<file path="src/hdl/kvt_pkg.sv">
package kvt_pkg;

  // Default sizes of the table.
  localparam int DEF_ENTRIES    = 16;
  localparam int DEF_KEY_BITS   = 32;
  localparam int DEF_VALUE_BITS = 32;

  // Fixed widths of the transfer fields.
  localparam int KIND_W   = 2;
  localparam int KEY_W    = 32;
  localparam int VALUE_W  = 32;
  localparam int STATUS_W = 2;
  localparam int TOTAL_W  = 5;

  typedef enum logic [KIND_W-1:0] {
    KIND_SET    = 2'd0,
    KIND_GET    = 2'd1,
    KIND_REMOVE = 2'd2,
    KIND_CLEAR  = 2'd3
  } kvt_kind_t;

  typedef enum logic [STATUS_W-1:0] {
    STATUS_DONE    = 2'd0,
    STATUS_MISSING = 2'd1,
    STATUS_FULL    = 2'd2
  } kvt_status_t;

  typedef enum logic [1:0] {
    ST_IDLE,
    ST_SEARCH,
    ST_SHIFT,
    ST_REPLY
  } kvt_state_t;

endpackage

</file>
<file path="src/hdl/kvt_req_if.sv">
interface kvt_req_if import kvt_pkg::*; ();
  logic               valid;
  logic               ready;
  logic [KIND_W-1:0]  kind;
  logic [KEY_W-1:0]   key;
  logic [VALUE_W-1:0] value;

  modport source (output valid, kind, key, value, input ready);
  modport sink   (input valid, kind, key, value, output ready);
endinterface

</file>
<file path="src/hdl/kvt_rsp_if.sv">
interface kvt_rsp_if import kvt_pkg::*; ();
  logic                valid;
  logic                ready;
  logic                found;
  logic [VALUE_W-1:0]  read_value;
  logic [STATUS_W-1:0] status;
  logic [TOTAL_W-1:0]  entry_total;

  modport source (output valid, found, read_value, status, entry_total, input ready);
  modport sink   (input valid, found, read_value, status, entry_total, output ready);
endinterface

</file>
<file path="src/hdl/key_value_table.sv">
// A clear goes from idle straight to the reply state; any other operation first searches the
// live entries, and a remove then shifts the entries above its hit down by one place.
// Only one operation is taken at a time, a limit set by the key memory's single read port,
// which the search and then the shift walk one entry a cycle.
// Reset (synchronous, active high) empties the table and drops any waiting result; the
// memories are not cleared, as only places below the entry count are ever read.
module key_value_table import kvt_pkg::*; #(
  parameter int ENTRIES    = DEF_ENTRIES,
  parameter int KEY_BITS   = DEF_KEY_BITS,
  parameter int VALUE_BITS = DEF_VALUE_BITS
) (
  input  logic     clk,
  input  logic     rst,
  kvt_req_if.sink  req,
  kvt_rsp_if.source rsp
);

  localparam int ADDR_W = (ENTRIES > 1) ? $clog2(ENTRIES) : 1;
  localparam int CNT_W  = $clog2(ENTRIES + 1);

  // Sequencer state and the operation being worked on.
  kvt_state_t            state, state_next;
  kvt_kind_t             op_kind;
  logic [KEY_BITS-1:0]   op_key;
  logic [VALUE_BITS-1:0] op_value;

  // The number of packed entries; places 0 .. count-1 hold live pairs.
  logic [CNT_W-1:0] count, count_next;

  // Walk pointers. scan_idx is the next place to be read; cmp_idx is the place whose data
  // sits on the memory outputs this cycle, and cmp_vld says that such data is there.
  logic [CNT_W-1:0] scan_idx, scan_idx_next;
  logic [CNT_W-1:0] cmp_idx, cmp_idx_next;
  logic             cmp_vld, cmp_vld_next;
  logic [CNT_W-1:0] shift_dst;

  // Result being built, then the output register that parts the two sides.
  logic               res_found, res_found_next;
  logic [VALUE_W-1:0] res_rval, res_rval_next;
  kvt_status_t        res_status, res_status_next;

  logic                rsp_valid;
  logic                rsp_found;
  logic [VALUE_W-1:0]  rsp_rval;
  logic [STATUS_W-1:0] rsp_status;
  logic [TOTAL_W-1:0]  rsp_total;
  logic                rsp_load;

  // Memory ports, shared by both stores apart from the write enables and data.
  logic                  key_we, val_we;
  logic [ADDR_W-1:0]     waddr, raddr;
  logic [KEY_BITS-1:0]   key_wdata, key_rdata;
  logic [VALUE_BITS-1:0] val_wdata, val_rdata;

  logic req_fire;
  logic hit;
  logic more;

  kvt_ram #(.WIDTH(KEY_BITS), .DEPTH(ENTRIES)) u_key_ram (
    .clk   (clk),
    .we    (key_we),
    .waddr (waddr),
    .wdata (key_wdata),
    .raddr (raddr),
    .rdata (key_rdata)
  );

  kvt_ram #(.WIDTH(VALUE_BITS), .DEPTH(ENTRIES)) u_val_ram (
    .clk   (clk),
    .we    (val_we),
    .waddr (waddr),
    .wdata (val_wdata),
    .raddr (raddr),
    .rdata (val_rdata)
  );

  // A new operation is taken whenever the sequencer is idle, even while the previous result
  // still waits in the output register.
  assign req.ready = (state == ST_IDLE);
  assign req_fire  = req.valid && req.ready;

  // A hit compares the entry read in the previous cycle; more tells whether live places are
  // still left to be read.
  assign hit       = cmp_vld && (key_rdata == op_key);
  assign more      = (scan_idx < count);
  assign shift_dst = cmp_idx - 1'b1;

  // Next state.
  always_comb begin
    state_next = state;
    unique case (state)
      ST_IDLE: begin
        if (req_fire) begin
          state_next = (kvt_kind_t'(req.kind) == KIND_CLEAR) ? ST_REPLY : ST_SEARCH;
        end
      end
      ST_SEARCH: begin
        if (hit) begin
          state_next = (op_kind == KIND_REMOVE) ? ST_SHIFT : ST_REPLY;
        end else if (!more) begin
          state_next = ST_REPLY;
        end
      end
      ST_SHIFT: begin
        if (!cmp_vld && !more) begin
          state_next = ST_REPLY;
        end
      end
      ST_REPLY: begin
        if (!rsp_valid || rsp.ready) begin
          state_next = ST_IDLE;
        end
      end
      default: state_next = ST_IDLE;
    endcase
  end

  // Datapath and memory control.
  always_comb begin
    count_next      = count;
    scan_idx_next   = scan_idx;
    cmp_idx_next    = cmp_idx;
    cmp_vld_next    = cmp_vld;
    res_found_next  = res_found;
    res_rval_next   = res_rval;
    res_status_next = res_status;
    key_we          = 1'b0;
    val_we          = 1'b0;
    waddr           = '0;
    raddr           = scan_idx[ADDR_W-1:0];
    key_wdata       = op_key;
    val_wdata       = op_value;

    unique case (state)
      ST_IDLE: begin
        if (req_fire) begin
          scan_idx_next   = '0;
          cmp_vld_next    = 1'b0;
          res_found_next  = 1'b0;
          res_rval_next   = '0;
          res_status_next = STATUS_DONE;
          if (kvt_kind_t'(req.kind) == KIND_CLEAR) begin
            count_next = '0;
          end
        end
      end

      ST_SEARCH: begin
        if (hit) begin
          res_found_next = 1'b1;
          unique case (op_kind)
            KIND_SET: begin
              // Present key: overwrite its value in place.
              val_we = 1'b1;
              waddr  = cmp_idx[ADDR_W-1:0];
            end
            KIND_GET: begin
              res_rval_next = VALUE_W'(val_rdata);
            end
            KIND_REMOVE: begin
              // The shift starts with the entry just above the hit.
              scan_idx_next = cmp_idx + 1'b1;
              cmp_vld_next  = 1'b0;
            end
            default: ;
          endcase
        end else if (more) begin
          cmp_idx_next  = scan_idx;
          scan_idx_next = scan_idx + 1'b1;
          cmp_vld_next  = 1'b1;
        end else begin
          // Every live entry has been compared without a match.
          unique case (op_kind)
            KIND_SET: begin
              if (count == CNT_W'(ENTRIES)) begin
                res_status_next = STATUS_FULL;
              end else begin
                key_we     = 1'b1;
                val_we     = 1'b1;
                waddr      = count[ADDR_W-1:0];
                count_next = count + 1'b1;
              end
            end
            KIND_GET, KIND_REMOVE: begin
              res_status_next = STATUS_MISSING;
            end
            default: ;
          endcase
        end
      end

      ST_SHIFT: begin
        // Read place i while the pair read from place i-1 is written to place i-2; the
        // read and the write never touch the same entry.
        if (cmp_vld) begin
          key_we    = 1'b1;
          val_we    = 1'b1;
          waddr     = shift_dst[ADDR_W-1:0];
          key_wdata = key_rdata;
          val_wdata = val_rdata;
        end
        if (more) begin
          cmp_idx_next  = scan_idx;
          scan_idx_next = scan_idx + 1'b1;
          cmp_vld_next  = 1'b1;
        end else begin
          cmp_vld_next = 1'b0;
          if (!cmp_vld) begin
            count_next = count - 1'b1;
          end
        end
      end

      ST_REPLY: ;

      default: ;
    endcase
  end

  always_ff @(posedge clk) begin
    if (rst) begin
      state   <= ST_IDLE;
      count   <= '0;
      cmp_vld <= 1'b0;
    end else begin
      state   <= state_next;
      count   <= count_next;
      cmp_vld <= cmp_vld_next;
    end
  end

  always_ff @(posedge clk) begin
    if (req_fire) begin
      op_kind  <= kvt_kind_t'(req.kind);
      op_key   <= KEY_BITS'(req.key);
      op_value <= VALUE_BITS'(req.value);
    end
    scan_idx   <= scan_idx_next;
    cmp_idx    <= cmp_idx_next;
    res_found  <= res_found_next;
    res_rval   <= res_rval_next;
    res_status <= res_status_next;
  end

  // Output register: loaded from the finished result when it is empty or being emptied.
  assign rsp_load = (state == ST_REPLY) && (!rsp_valid || rsp.ready);

  always_ff @(posedge clk) begin
    if (rst) begin
      rsp_valid <= 1'b0;
    end else if (rsp_load) begin
      rsp_valid <= 1'b1;
    end else if (rsp.ready) begin
      rsp_valid <= 1'b0;
    end
  end

  always_ff @(posedge clk) begin
    if (rsp_load) begin
      rsp_found  <= res_found;
      rsp_rval   <= res_rval;
      rsp_status <= res_status;
      rsp_total  <= TOTAL_W'(count);
    end
  end

  assign rsp.valid       = rsp_valid;
  assign rsp.found       = rsp_found;
  assign rsp.read_value  = rsp_rval;
  assign rsp.status      = rsp_status;
  assign rsp.entry_total = rsp_total;

  // The table never holds more entries than it has places.
  a_count_bound: assert property (@(posedge clk) disable iff (rst)
    count <= CNT_W'(ENTRIES))
    else $error("entry count beyond table size");

  // A full report is only ever made against a full table.
  a_full_means_full: assert property (@(posedge clk) disable iff (rst)
    (state == ST_REPLY) && (res_status == STATUS_FULL) |-> count == CNT_W'(ENTRIES))
    else $error("table full reported with free places");

  // A clear empties the table at once.
  a_clear_empties: assert property (@(posedge clk) disable iff (rst)
    req_fire && (kvt_kind_t'(req.kind) == KIND_CLEAR) |=> count == '0)
    else $error("clear left entries behind");

  // A missing key is never reported as found.
  a_missing_not_found: assert property (@(posedge clk) disable iff (rst)
    rsp.valid && (rsp.status == STATUS_MISSING) |-> !rsp.found)
    else $error("missing key reported as found");

endmodule

</file>
<file path="src/hdl/kvt_ram.sv">
module kvt_ram #(
  parameter int WIDTH = 32,
  parameter int DEPTH = 16
) (
  input  logic                                  clk,
  input  logic                                  we,
  input  logic [(DEPTH > 1 ? $clog2(DEPTH) : 1)-1:0] waddr,
  input  logic [WIDTH-1:0]                      wdata,
  input  logic [(DEPTH > 1 ? $clog2(DEPTH) : 1)-1:0] raddr,
  output logic [WIDTH-1:0]                      rdata
);

  logic [WIDTH-1:0] mem [DEPTH];

  always_ff @(posedge clk) begin
    if (we) begin
      mem[waddr] <= wdata;
    end
    rdata <= mem[raddr];
  end

endmodule
</file>
<file path="src/flat_wrapper.sv">
// flat-port wrapper written by rule: the top's interface ports become plain ports
module key_value_table_flat import kvt_pkg::*;
#(
  parameter int ENTRIES    = DEF_ENTRIES,
  parameter int KEY_BITS   = DEF_KEY_BITS,
  parameter int VALUE_BITS = DEF_VALUE_BITS
)
  (clk, rst, req_valid, req_kind, req_key, req_value, req_ready, rsp_valid, rsp_found, rsp_read_value, rsp_status, rsp_entry_total, rsp_ready);
  kvt_req_if req_i ();
  kvt_rsp_if rsp_i ();
  input  logic clk;
  input  logic rst;
  input wire logic [$bits(req_i.valid)-1:0] req_valid;
  input wire logic [$bits(req_i.kind)-1:0] req_kind;
  input wire logic [$bits(req_i.key)-1:0] req_key;
  input wire logic [$bits(req_i.value)-1:0] req_value;
  output wire logic [$bits(req_i.ready)-1:0] req_ready;
  output wire logic [$bits(rsp_i.valid)-1:0] rsp_valid;
  output wire logic [$bits(rsp_i.found)-1:0] rsp_found;
  output wire logic [$bits(rsp_i.read_value)-1:0] rsp_read_value;
  output wire logic [$bits(rsp_i.status)-1:0] rsp_status;
  output wire logic [$bits(rsp_i.entry_total)-1:0] rsp_entry_total;
  input wire logic [$bits(rsp_i.ready)-1:0] rsp_ready;
  assign req_i.valid = req_valid;
  assign req_i.kind = req_kind;
  assign req_i.key = req_key;
  assign req_i.value = req_value;
  assign req_ready = req_i.ready;
  assign rsp_valid = rsp_i.valid;
  assign rsp_found = rsp_i.found;
  assign rsp_read_value = rsp_i.read_value;
  assign rsp_status = rsp_i.status;
  assign rsp_entry_total = rsp_i.entry_total;
  assign rsp_i.ready = rsp_ready;
  key_value_table #(.ENTRIES(ENTRIES), .KEY_BITS(KEY_BITS), .VALUE_BITS(VALUE_BITS)) u_core (.clk(clk), .rst(rst), .req(req_i), .rsp(rsp_i));
endmodule
</file>
<file path="config.mk">
export PLATFORM = sky130hd
export DESIGN_NAME = key_value_table_flat
export DESIGN_NICKNAME = d
export VERILOG_FILES = /design/src/hdl/kvt_pkg.sv /design/src/hdl/kvt_req_if.sv /design/src/hdl/kvt_rsp_if.sv /design/src/hdl/key_value_table.sv /design/src/hdl/kvt_ram.sv /design/src/flat_wrapper.sv
export SDC_FILE = /design/constraint.sdc
export NUM_CORES = 1
export LEC_CHECK = 0
export BUFFER_PORTS_ARGS = -buffer_cell sky130_fd_sc_hd__buf_2
export CORE_MARGIN = 1
export CORE_UTILIZATION = 51
export DETAILED_ROUTE_END_ITERATION = 8
export PLACE_DENSITY = 0.7
export SETUP_SLACK_MARGIN = 0.02
export SYNTH_ARGS = -nofsm -noshare
export SYNTH_HDL_FRONTEND = slang
export SYNTH_SLANG_ARGS = --single-unit
</file>
<file path="constraint.sdc">
create_clock -name clk -period 5.03 [get_ports clk]
set_input_delay 0.7545 -clock clk [delete_from_list [all_inputs] [get_ports clk]]
set_output_delay 0.7545 -clock clk [all_outputs]
set_load 0.05 [all_outputs]
</file>
==> run metrics, run 1 <==
total negative slack 0 ps; vias per cell about 6; CTS Root Cell clkbuf_16; largest net degree at the start of global routing 162; sequential share of the synthesized area 78.0%; GR Overflow Total 0; Gate Count Post-Synth 2040; synth warn 0; Starting Density 51.5%; die area approximately 94000 sq um; CTS tree done; CP max FO 17; Lkg Pwr approximately 0.017 uW; final core occ 58.6%; initial antenna violation count 4; Required @ worst endpoint roughly 5400 ps; clock slew at reported path FFs about 60 ps; Final Hold Fails 0; Crit Path Class reg2reg; unrepaired setup endpoints after global routing false; Slew HR between 20% and 30%; syn_nets ~2100; hold_buf cts 0; vias in the first global route 22040; crit path time final 4040 ps; Ports 112; Antenna Cells 0; main flop type after synthesis edfxtp_1; # placed instances about 3300; Area Overhead vs Synth 13.8%; Worst-Margin Slew approximately 1200 ps; maximum VDD drop between 400 and 500 uV; Rows 111; worst reg-to-reg setup slack around 990 ps; global-route wire length before repair between 100000 and 150000 microns; Chip Height roughly 310 microns; total track usage a little over a fifth; post-CTS setup buffer count 0; Critical Path Source Type register; via count between 20000 and 25000; post-synth top area cell edfxtp_1; element type at the critical path end register; WHS between 200 and 250 ps; Max Freq 0.247 GHz; number of iterations in the first detailed-routing pass 5; Skew-Pair Late Insertion Delay between 700 and 800 ps; EDFF count, synth ~1200; Worst Hold Depth 1; CTS buffer count between 100 and 150; CTS Sinks approximately 1200; DRC 0; gpl congestion roughly 0.82; final slew viol count 0; Die X slightly above 300 microns; Placeable Area between 90000 and 100000 sq um; total routed wirelength approximately 98000 microns; Nets 2328; status complete, no violations; drt wl/cell 27.7 microns; Synth area leaders edfxtp_1 75%, mux4_2 15%, dfxtp_1 3.1%; drt initial violations 2230; Register-to-Register Path Depth 8; share of the synthesized area in the top cell type approximately 75%; post-DP HPWL between 50000 and 60000 microns; Final Power approximately 28000 uW; Worst EP arrival between 4000 and 5000 ps; post-synth cell types 50; port bufs about 110; Clock Skews a little over 40 ps; Finished Layout Cells between 3000 and 4000; Post-Syn Area 47100 sq um; P per Cell Area around 530 nW/um^2; period utilization between 80% and 90%; worst min path class in2reg; layout cells sized above 1 between 30% and 40%; Bufs on Longest Clock Path 3; post-route ant nets 0; #FFs+latches synth between 1000 and 1500; H-tree levels 3; Synth async-reset ratio 0%; final setup fails 0; post-cts gate resize count 0; max-capacitance violation count 0; Avg Synthesized Cell Area approximately 23 sq um
## cell families after synthesis
| group | count (synthesis) | share of synthesized area (%) |
|---|---|---|
| flops | 1248 | 78.0 |
| mux | 392 | 17.0 |
| simple gates | 175 | 2.00 |
| buf+inv | 108 | 0.871 |
| compound gates | 55 | 0.826 |
| xor+xnor | 44 | 0.818 |
| fa+ha+maj | 18 | 0.494 |
## worst paths after layout
check                            from                           to
hold reg to reg   u_core.res_rval[14]    u_core.rsp.read_value[14]
setup / recovery     u_core.op_key[0]  u_core.u_val_ram.mem[5][23]
hold / removal           req_value[1]           u_core.op_value[1]
setup reg to reg     u_core.op_key[0]  u_core.u_val_ram.mem[5][23]
## stage by stage
step	instance area [sq um]	worst slack (ps)
after floorplan	47100	238
after CTS	53600	1020
final	53600	989
after global placement	49600	1030
after global routing	53600	797
after detailed placement	49600	1060
## final cells by class
cell class              instances  area (sq um)
clock buffers                 154          3220
clock inverters                70           776
fillers                      6258         37900
inverters                      15          56.3
multi-input cells             684         10200
flip-flops and latches       1248         36700
well taps                    1186          1480
repair buffers                174          1130
## sequential cells by signal, indices dropped and copies added, names as in the netlist, 2 cells and up
| name | flops |
|---|---|
| u_core.rsp.read_value | 32 |
| u_core.rsp.entry_total | 5 |
| u_core.u_val_ram.mem | 512 |
| u_core.state | 2 |
| u_core.op_key | 32 |
| u_core.scan_idx | 5 |
| u_core.rsp.status | 2 |
| u_core.op_value | 32 |
| u_core.count | 5 |
| u_core.cmp_idx | 5 |
| u_core.res_rval | 32 |
| u_core.u_key_ram.mem | 512 |
| u_core.op_kind | 2 |
| u_core.u_key_ram.rdata | 32 |
| u_core.u_val_ram.rdata | 32 |
| u_core.res_status | 2 |
## metal layers
metal / global-route usage, % / vias up / part of all wire [%] / wire, microns
met2: 32.9 / 864 / 48 / 46500
li1: - / 8994 / - / -
met5: 0 / - / 0 / 0
met1: 30.6 / 11219 / 42 / 40800
met3: 4.55 / 140 / 8.1 / 7950
met4: 6.61 / 0 / 2.4 / 2390
## worst max-delay path, stage by stage (launching register included)
cell	delay (ps)
edfxtp_1	410
xor2_1	200
nor4b_1	340
nand4_1	320
or3_4	520
a311oi_4	530
nand3b_1	450
nor2_4	660
buf_4	300
## cell usage after synthesis, types with 2 or more instances
cell and count:
edfxtp_1 1175, mux4_2 320, dfxtp_1 73, mux2_2 68
clkbuf_1 63, nor2_1 41, and2_1 36, xor2_1 34
buf_1 26, nand2_1 19, ha_1 17, a21oi_1 16
nor4_1 16, inv_1 15, nor3_1 13, nand3_1 12
xnor2_1 10, nand2b_1 8, nand4_1 8, o211ai_1 6
or3_1 6, a31oi_1 5, nor2b_1 5, o21ai_0 5
buf_2 4, mux2i_1 4, nand3b_1 4, o21ai_1 3
o41ai_1 3, a211oi_1 2, a21o_1 2, o2111ai_1 2
o21a_1 2
## report_power, final
group	internal, uW	switching, uW
clock network	5230	3770
registers	12600	359
logic	2800	3470
## placed cells by master, fill, tap and decap left out, types with 10 or more instances in the layout
cell type  count
a21oi_1       16
and2_1        35
buf_2        111
buf_4         55
bufinv_16     14
clkbuf_1      24
clkbuf_16    119
clkbuf_8      11
clkinv_1      18
clkinv_2      23
dfxtp_1       73
edfxtp_1    1175
ha_1          16
inv_1         15
mux2_2        68
mux4_2       320
nand2_1       19
nand3_1       12
nor2_1        16
nor2_4        25
nor4_1        16
xnor2_1       10
xor2_1        34
No activity file was read; power rests on OpenSTA's default activity.
==> inputs of run 2 (changes only) <==
--- a/config.mk
+++ b/config.mk
@@ -9,7 +9,7 @@
 export CORE_MARGIN = 1
 export CORE_UTILIZATION = 51
 export DETAILED_ROUTE_END_ITERATION = 8
-export PLACE_DENSITY = 0.7
+export PLACE_DENSITY = 0.67
 export SETUP_SLACK_MARGIN = 0.02
 export SYNTH_ARGS = -nofsm -noshare
 export SYNTH_HDL_FRONTEND = slang
==> constraint.sdc (replaced) <==
create_clock -name clk -period 4 [get_ports clk]
set_input_delay 0.6 -clock clk [delete_from_list [all_inputs] [get_ports clk]]
set_output_delay 0.6 -clock clk [all_outputs]
set_load 0.05 [all_outputs]
==> run metrics, run 2 (synthesis gave the netlist of run 1 again) <==
Layout fillers 6230; CTS tree done; hold_buf cts 0; Max Freq about 0.27 GHz; Final Power 35800 uW; Rows between 100 and 150; H-tree levels 3; status complete, no violations; unrepaired setup endpoints after global routing false; Skew-Pair Late Insertion Delay around 720 ps; Lkg Pwr roughly 0.017 uW; final slew viol count 0; global-route wire length before repair 147000 microns; max-capacitance violation count 0; layout cells sized above 1 33.6%; via count around 21000; commonest non-fill, non-tap cell in the layout edfxtp_1; maximum VDD drop approximately 600 uV; Crit Path Class reg2reg; clock slew at reported path FFs about 60 ps; Nets ~2300; vias in the first global route approximately 22000; GR Overflow Total 0; Placeable Area about 92000 sq um; largest net degree at the start of global routing about 160; worst min path class in2reg; number of iterations in the first detailed-routing pass 5; Chip Height 306 microns; crit path time final 3750 ps; Critical Path Source Type register; DRC 0; port bufs 111; Clock Skews 31.1 ps; Worst-Margin Slew 1130 ps; gpl congestion roughly 0.8; element type at the critical path end register; die area approximately 94000 sq um; Area Overhead vs Synth 14.6%; drt wl/cell 27.7 microns; Starting Density between 50% and 60%; period utilization 93.6%; P per Cell Area approximately 660 nW/um^2; CTS buffer count roughly 120; Bufs on Longest Clock Path 3; Placed Area around 50000 sq um; post-DP HPWL approximately 55000 microns; total track usage 21.5%; CTS Sinks 1248; total routed wirelength 98300 microns; WHS 61.6 ps; Worst EP arrival 4130 ps; post-CTS setup buffer count 0; CTS Root Cell clkbuf_16; drt initial violations between 2000 and 2500; Antenna Cells 0; post-route ant nets 0; final design area excluding fillers 54000 sq um; most frequent cells in the layout 1175 x edfxtp_1, 320 x mux4_2, 119 x clkbuf_16; initial antenna violation count 2; final setup fails 0; Top Registers u_core.u_key_ram.mem (512), u_core.u_val_ram.mem (512); Ports 112; vias per cell between 6 and 7; CP max FO 19; Slew HR 23.7%; Die X roughly 310 microns; post-cts gate resize count 0; Final Hold Fails 0; Required @ worst endpoint around 4400 ps
-- run 2: changes by cell type in the layout (fill, tap and decap cells not counted), sizes merged --
cell      delta
inv          +4
clkinvlp     -2
buf         +10
clkinv      -13
clkbuf      +15
-- run 2: routing by layer --
| layer | vias up | GRT usage, % | routed length, microns |
|---|---|---|---|
| met2 | 791 | 32.9 | 46700 |
| li1 | 9025 | - | - |
| met1 | 11398 | 31.6 | 42100 |
| met4 | 0 | 5.43 | 1900 |
| met3 | 138 | 4.73 | 7660 |
| met5 | - | 0 | 0 |
-- run 2: per-stage QoR --
step	util, %	std cells	setup WS [ps]	setup TNS, ps
6_report	59.0	3545	255	0
5_1_grt	59.0	3545	175	0
4_1_cts	59.0	3545	319	0
3_5_place_dp	54.6	3317	326	0
3_3_place_gp	54.6	3317	444	0
2_1_floorplan	-	2040	-763	-86560
-- run 2: final timing paths --
path	start	end	slack (ps)	cells past startpoint
setup / recovery	u_core.op_key[24]	u_core.u_key_ram.mem[4][22]	250	9
hold / removal	req_value[0]	u_core.op_value[0]	60	1
setup reg to reg	u_core.op_key[24]	u_core.u_key_ram.mem[4][22]	250	9
hold reg to reg	u_core.res_rval[22]	u_core.rsp.read_value[22]	420	0
-- run 2: layout make-up --
type | count | area, sq um | area share (%)
Inverter | 15 | 56.3 | 0.104
Sequential cell | 1248 | 36700 | 68.0
Tap cell | 1186 | 1480 | 2.75
Timing Repair Buffer | 184 | 1440 | 2.67
Multi-Input combinational cell | 684 | 10200 | 18.9
Clock inverter | 59 | 767 | 1.42
Clock buffer | 169 | 3300 | 6.10
-- run 2: worst max-delay path: stages (launching register included) --
cell,delay [ps]
edfxtp_1,410
xor2_1,190
nor4_1,440
nand4_1,350
or3_4,530
a311oi_4,520
nand3b_1,160
buf_4,210
nor2_4,350
buf_12,250
-- run 2: where the power goes --
group          internal, uW  leakage [uW]  switching (uW)
registers             15900        0.0113             441
logic                  3570       0.00370            4480
clock network          6690       0.00196            4790
==> inputs of run 3 (changes only) <==
--- a/config.mk
+++ b/config.mk
@@ -6,10 +6,12 @@
 export NUM_CORES = 1
 export LEC_CHECK = 0
 export BUFFER_PORTS_ARGS = -buffer_cell sky130_fd_sc_hd__buf_2
+export CELL_PAD_IN_SITES_DETAIL_PLACEMENT = 0
+export CELL_PAD_IN_SITES_GLOBAL_PLACEMENT = 2
 export CORE_MARGIN = 1
-export CORE_UTILIZATION = 51
+export CORE_UTILIZATION = 50
 export DETAILED_ROUTE_END_ITERATION = 8
-export PLACE_DENSITY = 0.67
+export PLACE_DENSITY_LB_ADDON = 0.1
 export SETUP_SLACK_MARGIN = 0.02
 export SYNTH_ARGS = -nofsm -noshare
 export SYNTH_HDL_FRONTEND = slang
==> run metrics, run 3 (synthesis gave the netlist of run 1 again) <==
status complete, no violations; period utilization between 80% and 90%; post-cts gate resize count 0; P per Cell Area about 670 nW/um^2; Post-Place Setup Slack 414 ps; Rows 112; min-delay src req_value[14]; number of iterations in the first detailed-routing pass 5; element type at the critical path end register; Crit Path Class reg2reg; sequential power share approximately 45%; Top Registers u_core.u_key_ram.mem (512), u_core.u_val_ram.mem (512); # placed instances between 3000 and 4000; post-route ant nets 0; vias in the first global route 21888; die area between 90000 and 100000 sq um; final design area excluding fillers roughly 55000 sq um; global-route wire length before repair 151000 microns; layout cells sized above 1 33.4%; reg2reg start u_core.op_key[24]; peak per-stage delay on the critical path between 500 and 600 ps; unrepaired setup endpoints after global routing false; Bufs on Longest Clock Path 3; Final Hold Fails 0; Clock Skews between 20 and 25 ps; CTS buffer count 130; total track usage roughly 22%; Worst EP arrival ~4000 ps; most frequent cells in the layout 1175 x edfxtp_1, 320 x mux4_2, 136 x clkbuf_16; CP max FO 32; Ports between 100 and 150; Int Pwr roughly 27000 uW; Gate power share between 20% and 30%; GR Overflow Total 0; CTS tree done; maximum VDD drop about 650 uV; Worst Setup SP u_core.op_key[24]; initial antenna violation count 3; Skew-Pair Late Insertion Delay 730 ps; Area Overhead vs Synth 15.8%; Placed Area 50100 sq um; port bufs approximately 110; post-CTS setup buffer count 0; CTS Sinks between 1000 and 1500; Antenna Cells 0; WHS 55.7 ps; max-capacitance violation count 0; Max Freq 0.278 GHz; critical path's slowest cell or3_4; Chip Height 309 microns; Final Power 36500 uW; Worst-Margin Slew around 1200 ps; Required @ worst endpoint ~4400 ps; Placeable Area a little over 90000 sq um; Die X approximately 300 microns; via count ~21000; hold_buf cts 21; largest net degree at the start of global routing around 150; vias per cell about 5.9; Lkg Pwr between 0.015 and 0.02 uW; post-DP HPWL between 50000 and 60000 microns; Starting Density between 50% and 60%; Nets approximately 2400; final setup fails 0; crit path time final between 3000 and 4000 ps; gpl congestion approximately 0.8; CP cell instances xor2_1, nor4_1, nand4_1, or3_4, a311oi_4, nand3b_1, nor2_4, buf_12; Critical Path Source Type register; total routed wirelength approximately 100000 microns; commonest non-fill, non-tap cell in the layout edfxtp_1; Finished Layout Cells between 3000 and 4000; clock slew at reported path FFs about 60 ps; final slew viol count 0; Sw Ratio 27.0%; P_sw between 9000 and 10000 uW; worst min path class in2reg; drt wl/cell about 28 microns; worst setup margin 404 ps; DRC 0; H-tree levels 4; drt initial violations around 2000; Clk network pwr share between 30 and 40%; CTS Root Cell clkbuf_16; Slew HR between 10% and 20%
==> run 3: cell count changes in the layout (fill, tap and decap cells not counted), moves of 3 or more <==
cell / change
clkinv_2: +3
clkbuf_8: -4
inv_16: -3
buf_12: +5
dlygate4sd3_1: +21
buf_4: -4
clkbuf_16: +17
==> run 3: routing by layer <==
layer  global-route usage (%)  vias to the layer above  part of all wire [%]
met4                     6.55                        0                   2.1
met2                     33.2                      667                    46
met5                        0                        -                     0
li1                         -                     9074                     -
met1                     33.2                    11532                    45
met3                     4.95                      143                   6.6
==> run 3: worst paths after layout <==
kind	endpoint	depth (start not counted)	slack [ps]
worst max-delay path	u_core.u_val_ram.mem[6][5]	8	400
worst min register to register	u_core.rsp.read_value[16]	0	420
worst min-delay path	u_core.op_value[14]	1	60
worst max register to register	u_core.u_val_ram.mem[6][5]	8	400
==> run 3: final cells by class <==
cell class	instances	area, sq um
inverters	15	56.3
well taps	1254	1570
fillers	6743	38800
flip-flops and latches	1248	36700
clock buffers	183	3670
repair buffers	206	1720
clock inverters	50	572
multi-input cells	684	10200
==> run 3: worst max-delay path: cells and delay by family (launching register included) <==
kind                   cells  cell delay [ps]
XOR/XNOR                   1              190
flip-flops                 1              400
AO/OA/AOI/OAI              1              520
AND/OR/NAND/NOR            5             1870
buffers and inverters      1              220
==> run 3: power groups by stage <==
| stage | clock network [uW] | logic, uW | registers [uW] |
|---|---|---|---|
| floorplan | 0 | 5650 | 16600 |
| global placement | 0 | 8290 | 16500 |
| finish | 11900 | 8270 | 16300 |
| detailed placement | 0 | 8340 | 16600 |
| CTS | 12200 | 8390 | 16300 |
| global route | 12700 | 8880 | 16400 |
==> run 3: metrics by stage <==
| stage | setup TNS (ps) | utilization [%] |
|---|---|---|
| 6_report | 0 | 58.5 |
| 5_1_grt | 0 | 58.5 |
| 4_1_cts | 0 | 58.5 |
| 3_5_place_dp | 0 | 53.7 |
| 3_3_place_gp | 0 | 53.7 |
| 2_1_floorplan | -86560 | - |
